===== config.mk =====
export PLATFORM = sky130hd
export DESIGN_NAME = keypad_debounce_fifo_core
export DESIGN_NICKNAME = d
export VERILOG_FILES = /design/src/rtl/core/kdf_pkg.sv /design/src/rtl/core/kdf_front.sv /design/src/rtl/core/kdf_queue.sv /design/src/rtl/core/kdf_back.sv /design/src/rtl/core/keypad_debounce_fifo_core.sv
export SDC_FILE = /design/constraint.sdc
export NUM_CORES = 2
export LEC_CHECK = 0
export BUFFER_PORTS_ARGS = -buffer_cell sky130_fd_sc_hd__buf_2
export CELL_PAD_IN_SITES_DETAIL_PLACEMENT = 0
export CELL_PAD_IN_SITES_GLOBAL_PLACEMENT = 1
export CORE_UTILIZATION = 50
export DETAILED_ROUTE_END_ITERATION = 8
export PLACE_DENSITY = 0.87
export SLEW_MARGIN = 20
export SYNTH_ARGS = -nofsm -noshare
export SYNTH_HDL_FRONTEND = slang
export SYNTH_SLANG_ARGS = --single-unit
export TNS_END_PERCENT = 10

===== constraint.sdc =====
create_clock -name clk -period 5.85 [get_ports clk]
set_input_delay 1.755 -clock clk [delete_from_list [all_inputs] [get_ports clk]]
set_output_delay 1.755 -clock clk [all_outputs]
set_load 0.005 [all_outputs]

===== src/rtl/core/kdf_pkg.sv =====
// shared types and constants for the debounced keypad with key fifo
`timescale 1ns / 1ps
`default_nettype none

package kdf_pkg;

  localparam int NUM_KEYS       = 12;
  localparam int FIFO_DEPTH_DEF = 256;
  localparam int TICKS_W        = 8;
  localparam int CODE_W         = 8;
  localparam logic [TICKS_W-1:0] TICKS_RESET = 8'd100;

  typedef enum logic [1:0] {
    OP_SCAN  = 2'd0,
    OP_READ  = 2'd1,
    OP_PEEK  = 2'd2,
    OP_FLUSH = 2'd3
  } op_t;

  // ascii codes by key index, row by row: 1 2 3 / 4 5 6 / 7 8 9 / * 0 #
  localparam logic [CODE_W-1:0] KEY_CODES [NUM_KEYS] = '{
    8'h31, 8'h32, 8'h33, 8'h34, 8'h35, 8'h36,
    8'h37, 8'h38, 8'h39, 8'h2A, 8'h30, 8'h23
  };

  // classified item handed from the scanner to the fifo side
  typedef struct packed {
    op_t              op;
    logic             push;
    logic [CODE_W-1:0] push_code;
  } cmd_t;

endpackage

`default_nettype wire


===== src/rtl/core/kdf_front.sv =====
// front end: per-key debounce timers and latches, classifies each item
`timescale 1ns / 1ps
`default_nettype none

module kdf_front (
  input  wire logic                        clk,
  input  wire logic                        rst_n,
  input  wire logic                        cfg_valid,
  input  wire logic [kdf_pkg::TICKS_W-1:0] cfg_data,
  input  wire logic                        in_valid,
  input  wire logic [1:0]                  in_op,
  input  wire logic [kdf_pkg::NUM_KEYS-1:0] in_sample,
  input  wire logic                        cmd_ready,
  output kdf_pkg::cmd_t                    cmd
);
  import kdf_pkg::*;

  logic [TICKS_W-1:0] ticks_r;
  logic               latched_r [NUM_KEYS];
  logic               latched_nxt [NUM_KEYS];
  logic [TICKS_W-1:0] timer_r [NUM_KEYS];
  logic [TICKS_W-1:0] timer_nxt [NUM_KEYS];
  logic [NUM_KEYS-1:0] hit;
  logic               single;
  logic               update;
  op_t                op;
  logic [CODE_W-1:0]  code_or;

  assign op     = op_t'(in_op);
  // zero or one key down
  assign single = (in_sample & (in_sample - NUM_KEYS'(1))) == '0;
  assign update = in_valid && cmd_ready && (op != OP_FLUSH) && single;

  always_comb begin
    code_or = '0;
    for (int k = 0; k < NUM_KEYS; k++) begin
      hit[k]         = in_sample[k] && !latched_r[k] && (timer_r[k] >= ticks_r);
      latched_nxt[k] = latched_r[k];
      timer_nxt[k]   = timer_r[k];
      if (hit[k]) begin
        code_or = code_or | KEY_CODES[k];
      end
      if (update) begin
        if (!in_sample[k]) begin
          latched_nxt[k] = 1'b0;
          timer_nxt[k]   = '0;
        end else if (!latched_r[k]) begin
          if (hit[k]) begin
            latched_nxt[k] = 1'b1;
          end else begin
            timer_nxt[k] = timer_r[k] + TICKS_W'(1);
          end
        end
      end
    end
  end

  always_comb begin
    cmd.op        = op;
    cmd.push      = single && (op != OP_FLUSH) && (|hit);
    cmd.push_code = code_or;
  end

  always_ff @(posedge clk) begin
    if (!rst_n) begin
      ticks_r <= TICKS_RESET;
      for (int k = 0; k < NUM_KEYS; k++) begin
        latched_r[k] <= 1'b0;
        timer_r[k]   <= '0;
      end
    end else begin
      if (cfg_valid) begin
        ticks_r <= cfg_data;
      end
      for (int k = 0; k < NUM_KEYS; k++) begin
        latched_r[k] <= latched_nxt[k];
        timer_r[k]   <= timer_nxt[k];
      end
    end
  end

endmodule

`default_nettype wire


===== src/rtl/core/kdf_queue.sv =====
// two-entry queue between the scanner and the fifo side
`timescale 1ns / 1ps
`default_nettype none

module kdf_queue (
  input  wire logic  clk,
  input  wire logic  rst_n,
  input  wire logic  push,
  input  wire kdf_pkg::cmd_t push_cmd,
  output logic       push_ready,
  input  wire logic  pop,
  output logic       pop_valid,
  output kdf_pkg::cmd_t pop_cmd
);
  import kdf_pkg::*;

  cmd_t       slot_r [2];
  logic       wr_ptr_r;
  logic       rd_ptr_r;
  logic [1:0] count_r;
  logic       do_push;
  logic       do_pop;

  assign push_ready = (count_r != 2'd2);
  assign pop_valid  = (count_r != 2'd0);
  assign pop_cmd    = slot_r[rd_ptr_r];
  assign do_push    = push && push_ready;
  assign do_pop     = pop && pop_valid;

  always_ff @(posedge clk) begin
    if (do_push) begin
      slot_r[wr_ptr_r] <= push_cmd;
    end
  end

  always_ff @(posedge clk) begin
    if (!rst_n) begin
      wr_ptr_r <= 1'b0;
      rd_ptr_r <= 1'b0;
      count_r  <= 2'd0;
    end else begin
      if (do_push) begin
        wr_ptr_r <= ~wr_ptr_r;
      end
      if (do_pop) begin
        rd_ptr_r <= ~rd_ptr_r;
      end
      count_r <= count_r + {1'b0, do_push} - {1'b0, do_pop};
    end
  end

endmodule

`default_nettype wire


===== src/rtl/core/kdf_back.sv =====
// back end: key fifo storage, read/peek/flush and the result register
`timescale 1ns / 1ps
`default_nettype none

module kdf_back #(
  parameter int FIFO_DEPTH = kdf_pkg::FIFO_DEPTH_DEF
) (
  input  wire logic                       clk,
  input  wire logic                       rst_n,
  input  wire logic                       cmd_valid,
  input  wire kdf_pkg::cmd_t              cmd,
  output logic                            cmd_ready,
  output logic                            out_valid,
  input  wire logic                       out_ready,
  output logic                            out_key_valid,
  output logic [kdf_pkg::CODE_W-1:0]      out_key_code,
  output logic                            out_has_key,
  output logic                            out_overflow
);
  import kdf_pkg::*;

  localparam int IDX_W = (FIFO_DEPTH > 1) ? $clog2(FIFO_DEPTH) : 1;
  localparam int CNT_W = $clog2(FIFO_DEPTH + 1);
  localparam logic [IDX_W-1:0] LAST_IDX = IDX_W'(FIFO_DEPTH - 1);
  localparam logic [CNT_W-1:0] FULL_CNT = CNT_W'(FIFO_DEPTH);

  logic [CODE_W-1:0] key_mem_r [FIFO_DEPTH];
  logic [CODE_W-1:0] rd_data_r;
  logic [IDX_W-1:0]  rd_idx_r, rd_idx_nxt;
  logic [IDX_W-1:0]  wr_idx_r, wr_idx_nxt;
  logic [CNT_W-1:0]  count_r, count_nxt, count_pushed;
  logic              out_valid_r;
  logic              key_valid_r, bypass_r, has_key_r, ovf_r;
  logic [CODE_W-1:0] byp_code_r;

  logic take, is_flush, do_push, dropped, do_rd, bypass, do_pop, mem_rd;

  assign take      = cmd_valid && (!out_valid_r || out_ready);
  assign cmd_ready = !out_valid_r || out_ready;

  always_comb begin
    is_flush     = (cmd.op == OP_FLUSH);
    do_push      = take && !is_flush && cmd.push && (count_r != FULL_CNT);
    dropped      = take && !is_flush && cmd.push && (count_r == FULL_CNT);
    count_pushed = count_r + CNT_W'(do_push);
    do_rd        = take && ((cmd.op == OP_READ) || (cmd.op == OP_PEEK))
                   && (count_pushed != '0);
    // empty fifo that just took a key: the head is that key
    bypass       = do_rd && (count_r == '0);
    mem_rd       = do_rd && !bypass;
    do_pop       = do_rd && (cmd.op == OP_READ);

    wr_idx_nxt = wr_idx_r;
    if (do_push) begin
      wr_idx_nxt = (wr_idx_r == LAST_IDX) ? '0 : wr_idx_r + IDX_W'(1);
    end
    rd_idx_nxt = rd_idx_r;
    count_nxt  = count_pushed - CNT_W'(do_pop);
    if (take && is_flush) begin
      rd_idx_nxt = wr_idx_r;
      count_nxt  = '0;
    end else if (do_pop) begin
      rd_idx_nxt = (rd_idx_r == LAST_IDX) ? '0 : rd_idx_r + IDX_W'(1);
    end
  end

  always_ff @(posedge clk) begin
    if (do_push) begin
      key_mem_r[wr_idx_r] <= cmd.push_code;
    end
    if (mem_rd) begin
      rd_data_r <= key_mem_r[rd_idx_r];
    end
  end

  always_ff @(posedge clk) begin
    if (take) begin
      key_valid_r <= do_rd;
      bypass_r    <= bypass;
      byp_code_r  <= cmd.push_code;
      has_key_r   <= (count_nxt != '0);
      ovf_r       <= dropped;
    end
  end

  always_ff @(posedge clk) begin
    if (!rst_n) begin
      rd_idx_r    <= '0;
      wr_idx_r    <= '0;
      count_r     <= '0;
      out_valid_r <= 1'b0;
    end else begin
      rd_idx_r <= rd_idx_nxt;
      wr_idx_r <= wr_idx_nxt;
      count_r  <= count_nxt;
      if (take) begin
        out_valid_r <= 1'b1;
      end else if (out_ready) begin
        out_valid_r <= 1'b0;
      end
    end
  end

  assign out_valid     = out_valid_r;
  assign out_key_valid = key_valid_r;
  assign out_key_code  = !key_valid_r ? '0 : (bypass_r ? byp_code_r : rd_data_r);
  assign out_has_key   = has_key_r;
  assign out_overflow  = ovf_r;

endmodule

`default_nettype wire


===== src/rtl/core/keypad_debounce_fifo_core.sv =====
// top level: debounced 4x3 keypad scanner feeding a key fifo
//
//  channel  dir  handshake             payload
//  in_      in   in_tvalid/in_tready   tuser op, tdata key_sample
//  out_     out  out_tvalid/out_tready tuser key_valid, tdata code/has_key/overflow
//  cfg_     in   cfg_valid/cfg_ready   cfg_data = debounce_ticks
//
// one item per cycle sustained while neither side stalls; a result is registered
// as the item leaves the two-entry queue; the key fifo memory read is registered.
// synchronous active-low reset clears latches, timers, fifo pointers and
// queue; fifo contents are not cleared. the scanner stalls only when the
// queue is full, the fifo side only when the result register is not taken.
`timescale 1ns / 1ps
`default_nettype none

module keypad_debounce_fifo_core #(
  parameter int FIFO_DEPTH = kdf_pkg::FIFO_DEPTH_DEF
) (
  input  wire logic        clk,
  input  wire logic        rst_n,
  input  wire logic        in_tvalid,
  output logic             in_tready,
  input  wire logic [15:0] in_tdata,   // [11:0] key_sample
  input  wire logic [1:0]  in_tuser,   // [1:0] op
  output logic             out_tvalid,
  input  wire logic        out_tready,
  output logic [15:0]      out_tdata,  // [7:0] key_code, [8] has_key, [9] overflow
  output logic [0:0]       out_tuser,  // [0] key_valid
  input  wire logic        cfg_valid,
  output logic             cfg_ready,
  input  wire logic [7:0]  cfg_data
);
  import kdf_pkg::*;

  cmd_t              front_cmd;
  cmd_t              back_cmd;
  logic              q_ready;
  logic              q_valid;
  logic              back_ready;
  logic              key_valid;
  logic [CODE_W-1:0] key_code;
  logic              has_key;
  logic              overflow;

  assign cfg_ready = 1'b1;
  assign in_tready = q_ready;

  kdf_front u_front (
    .clk       (clk),
    .rst_n     (rst_n),
    .cfg_valid (cfg_valid),
    .cfg_data  (cfg_data),
    .in_valid  (in_tvalid),
    .in_op     (in_tuser),
    .in_sample (in_tdata[NUM_KEYS-1:0]),
    .cmd_ready (q_ready),
    .cmd       (front_cmd)
  );

  kdf_queue u_queue (
    .clk        (clk),
    .rst_n      (rst_n),
    .push       (in_tvalid),
    .push_cmd   (front_cmd),
    .push_ready (q_ready),
    .pop        (back_ready),
    .pop_valid  (q_valid),
    .pop_cmd    (back_cmd)
  );

  kdf_back #(
    .FIFO_DEPTH (FIFO_DEPTH)
  ) u_back (
    .clk           (clk),
    .rst_n         (rst_n),
    .cmd_valid     (q_valid),
    .cmd           (back_cmd),
    .cmd_ready     (back_ready),
    .out_valid     (out_tvalid),
    .out_ready     (out_tready),
    .out_key_valid (key_valid),
    .out_key_code  (key_code),
    .out_has_key   (has_key),
    .out_overflow  (overflow)
  );

  assign out_tdata = {6'd0, overflow, has_key, key_code};
  assign out_tuser = key_valid;

endmodule

`default_nettype wire


==> qor.csv <==
metric,value,unit
"Arr. time, crit path",5.49,ns
Yosys cell types,73,
initial core utilization,50.42,%
post-synthesis mux area share,13.25,%
Worst-path clk slew,0.06,ns
Avg WL per Cell,26.94,µm
Slew Limit Fails,0,
fin crit share,84.74,%
Ys Warns,0,
Max Cap Viol,0,
clock skew,0.03820,ns
initial antenna violation count,4,
Post-CTS Repair Setup Buffers,0,
async set-reset flop share out of synthesis,0,%
Post-Route Utilization,55.98,%
r2r setup slk,0.89,ns
grt ovf,0,
H-tree levels,4,
GRT Overall Usage,23.28,%
Post-Syn Area,70440,µm²
# clock sinks,1717,
GRT met1 Usage,31.81,%
Most common cell on crit path,ha_1,
first-pass GRT wire length,245.3,mm
WP buf/inv,3,
IO buf count,37,
via count,38956,
grt met2 use,37.02,%
drt first pass iters,5,
crit-path max FO,9,
CTS tree,built,
critical path type,reg2reg,
Final ANT Viol Nets,0,
CP Data Required Time,6.39,ns
total die area,142400,µm²
main flop type after synthesis,edfxtp_1,
DR iter-0 viols,4496,
clock buffer depth,3,
Worst-Skew Late Latency,0.81,ns
min-delay worst type,reg2reg,
# IOs,51,
maximum VDD drop,316.9,µV
type of origin of the critical path,flop,
dpl cell area,72940,µm²
"most common cell after layout, fill and taps aside",edfxtp_1,
final WL,166.1,mm
Post-synth EDFFs,1571,
CP cell instances,buf_4 > mux2_2 > ha_1 > nor4_1 > and2_1 > ha_1 > ha_1 > buf_4 > nand3_1 > xor2_1 > o21ai_0 > o211ai_1 > inv_1 > ha_1 > ha_1 > xnor2_1 > xnor2_1 > and3_1 > nand4_1 > nor4_1 > nor2_1,
"Largest stage delay, worst path",0.38,ns
post-synthesis sequential element count,1717,
Placer Congestion,0.8792,
Post-Synth XOR/XNOR Area,0.5098,%
dpl ws,0.1556,ns
CP Capture Type,flop,
Peak Freq,0.2017,GHz
GRT met3 Usage,5.031,%
RSZ-0062 raised after global routing,no,
CTS Hold Bufs,0,
CP top delay family,simple AND/OR/NAND/NOR gates,
Slowest cell on crit path,mux2_2,
worst slew pin tran,1.135,ns
status,"finished, final reports clean",
Avg Inst Size Synth,17.24,µm²
Rel. slew slack,23.40,%
Syn Inst Count,4086,
root buffer cell,clkbuf_16,
Nets,4313,
gr busiest metal,met2,
fin crit period,4.957,ns
Post-Synth Simple-Gate Area,5.501,%
main combinational cell family by area after synthesis,multiplexers,
fillers,10215,
leak pwr,0.02451,µW
cell area after layout,78200,µm²
drt drc,0,
Die X-Extent,377.3,µm
core region area,139700,µm²
Compound-Gate Fraction of Synth Area,5.650,%
PnR worst setup slack,0.8927,ns
vias in the first global route,38371,
post-synthesis sequential area ratio,71.12,%
PwrDens,377.8,nW/µm²
row cnt,137,
CTS Buf Count,166,
largest net degree at the start of global routing,227,
share of cells above drive strength 1,17.91,%
area delta synth->final,11.02,%
Synth Area in Adders,2.164,%
setup TNS,0,ns
HPWL Detailed,99.49,mm
CTS resizes,0,
total power,29540,µW
most frequent cells in the layout,"edfxtp_1, nor2_1, mux4_2",
Final setup viols,0,
die height,377.3,µm
Final Hold Vio Count,0,
routed vias/inst,6.320,
## state kept, by name (all words and copies together) (netlist names), named ones only
register,flops
u_back.count_r,9
u_back.byp_code_r,6
u_queue.wr_ptr_r,1
u_back.out_valid,1
u_queue.rd_ptr_r,1
u_queue.count_r,2
u_back.wr_idx_r,8
u_back.out_key_valid,1
u_back.rd_idx_r,8
u_front.ticks_r,8
u_back.bypass_r,1
u_front.timer_r,96
u_back.out_has_key,1
u_back.rd_data_r,6
u_back.out_overflow,1
u_queue.slot_r,18
u_front.latched_r,12
u_back.key_mem_r,1536
## report_power, final
part | total [µW] | leakage [µW] | internal, µW | switching, µW
Combinational | 4590 | 0.00659 | 1510 | 3070
Sequential | 14600 | 0.0154 | 14400 | 153
Clock | 10400 | 0.00254 | 5820 | 4560
Total | 29500 | 0.0245 | 21800 | 7780
## final cells by class
type	instances	area, µm²	share of cell area, %
diodes	1	2.502	0.003200
clock inverters	80	787.0	1.006
multi-input cells	2090	19260	24.63
well taps	1876	2347	3.002
clock buffers	214	4437	5.674
inverters	58	217.7	0.2784
flip-flops and latches	1717	50110	64.08
repair buffers	128	1039	1.328
## cells by family after synthesis
family,Yosys count
adder cells (fa/ha/maj),122
multiplexers,504
AO/OA/AOI/OAI,587
XOR/XNOR,41
other,2
flip-flops,1717
buffers and inverters,286
AND/OR/NAND/NOR,827
## cells in the mapped netlist (all sizes together) (18+ instances only)
cell type  count  area share (%)
or3           40            0.36
dfxtp        146             4.1
ha           121             2.1
inv           57            0.30
xor2          27            0.34
nor2         400             2.1
buf          119            0.90
a22oi         95             1.0
o21ai         80            0.58
a31oi         18            0.16
nand3         68            0.48
nand2b        34            0.30
clkbuf       109            0.58
a211oi        18            0.19
mux4         339              11
mux2i        129             1.8
edfxtp      1571              67
a21o          52            0.55
a21oi        153             1.1
nand4         59            0.52
mux2          36            0.58
nand2         94            0.50
nor2b         38            0.34
nor3          29            0.21
o211ai        20            0.21
## worst paths after layout
check | startpoint | cells after the start | end
setup / recovery | flop | 21 | u_back.out_has_key$_DFFE_PP_
hold / removal | u_front.timer_r[2][23]$_SDFFE_PN0P_ | 2 | u_front.timer_r[2][23]$_SDFFE_PN0P_
setup reg to reg | flop | 21 | u_back.out_has_key$_DFFE_PP_
hold reg to reg | u_front.timer_r[2][23]$_SDFFE_PN0P_ | 2 | u_front.timer_r[2][23]$_SDFFE_PN0P_
## worst min-delay path: stages, from the launching register on
cell and delay, ns:
dfxtp_1 0.32, o31ai_1 0.06, a21oi_1 0.05
## metrics by stage
| stage | std cells | hold slack [ns] |
|---|---|---|
| floorplan | 4093 | 0.4539 |
| global placement | 5868 | 0.4685 |
| detailed placement | 5868 | 0.4781 |
| CTS | 6162 | 0.4892 |
| global route | 6163 | 0.5091 |
| finish | 6164 | 0.4821 |
## routing by layer
layer  wire length, µm  share of wire (%)
met1             64090                 39
met2             79600                 48
met3             16870                 10
met4              5461                3.3
met5                33              0.020
Power figures use the tool's default switching activity.
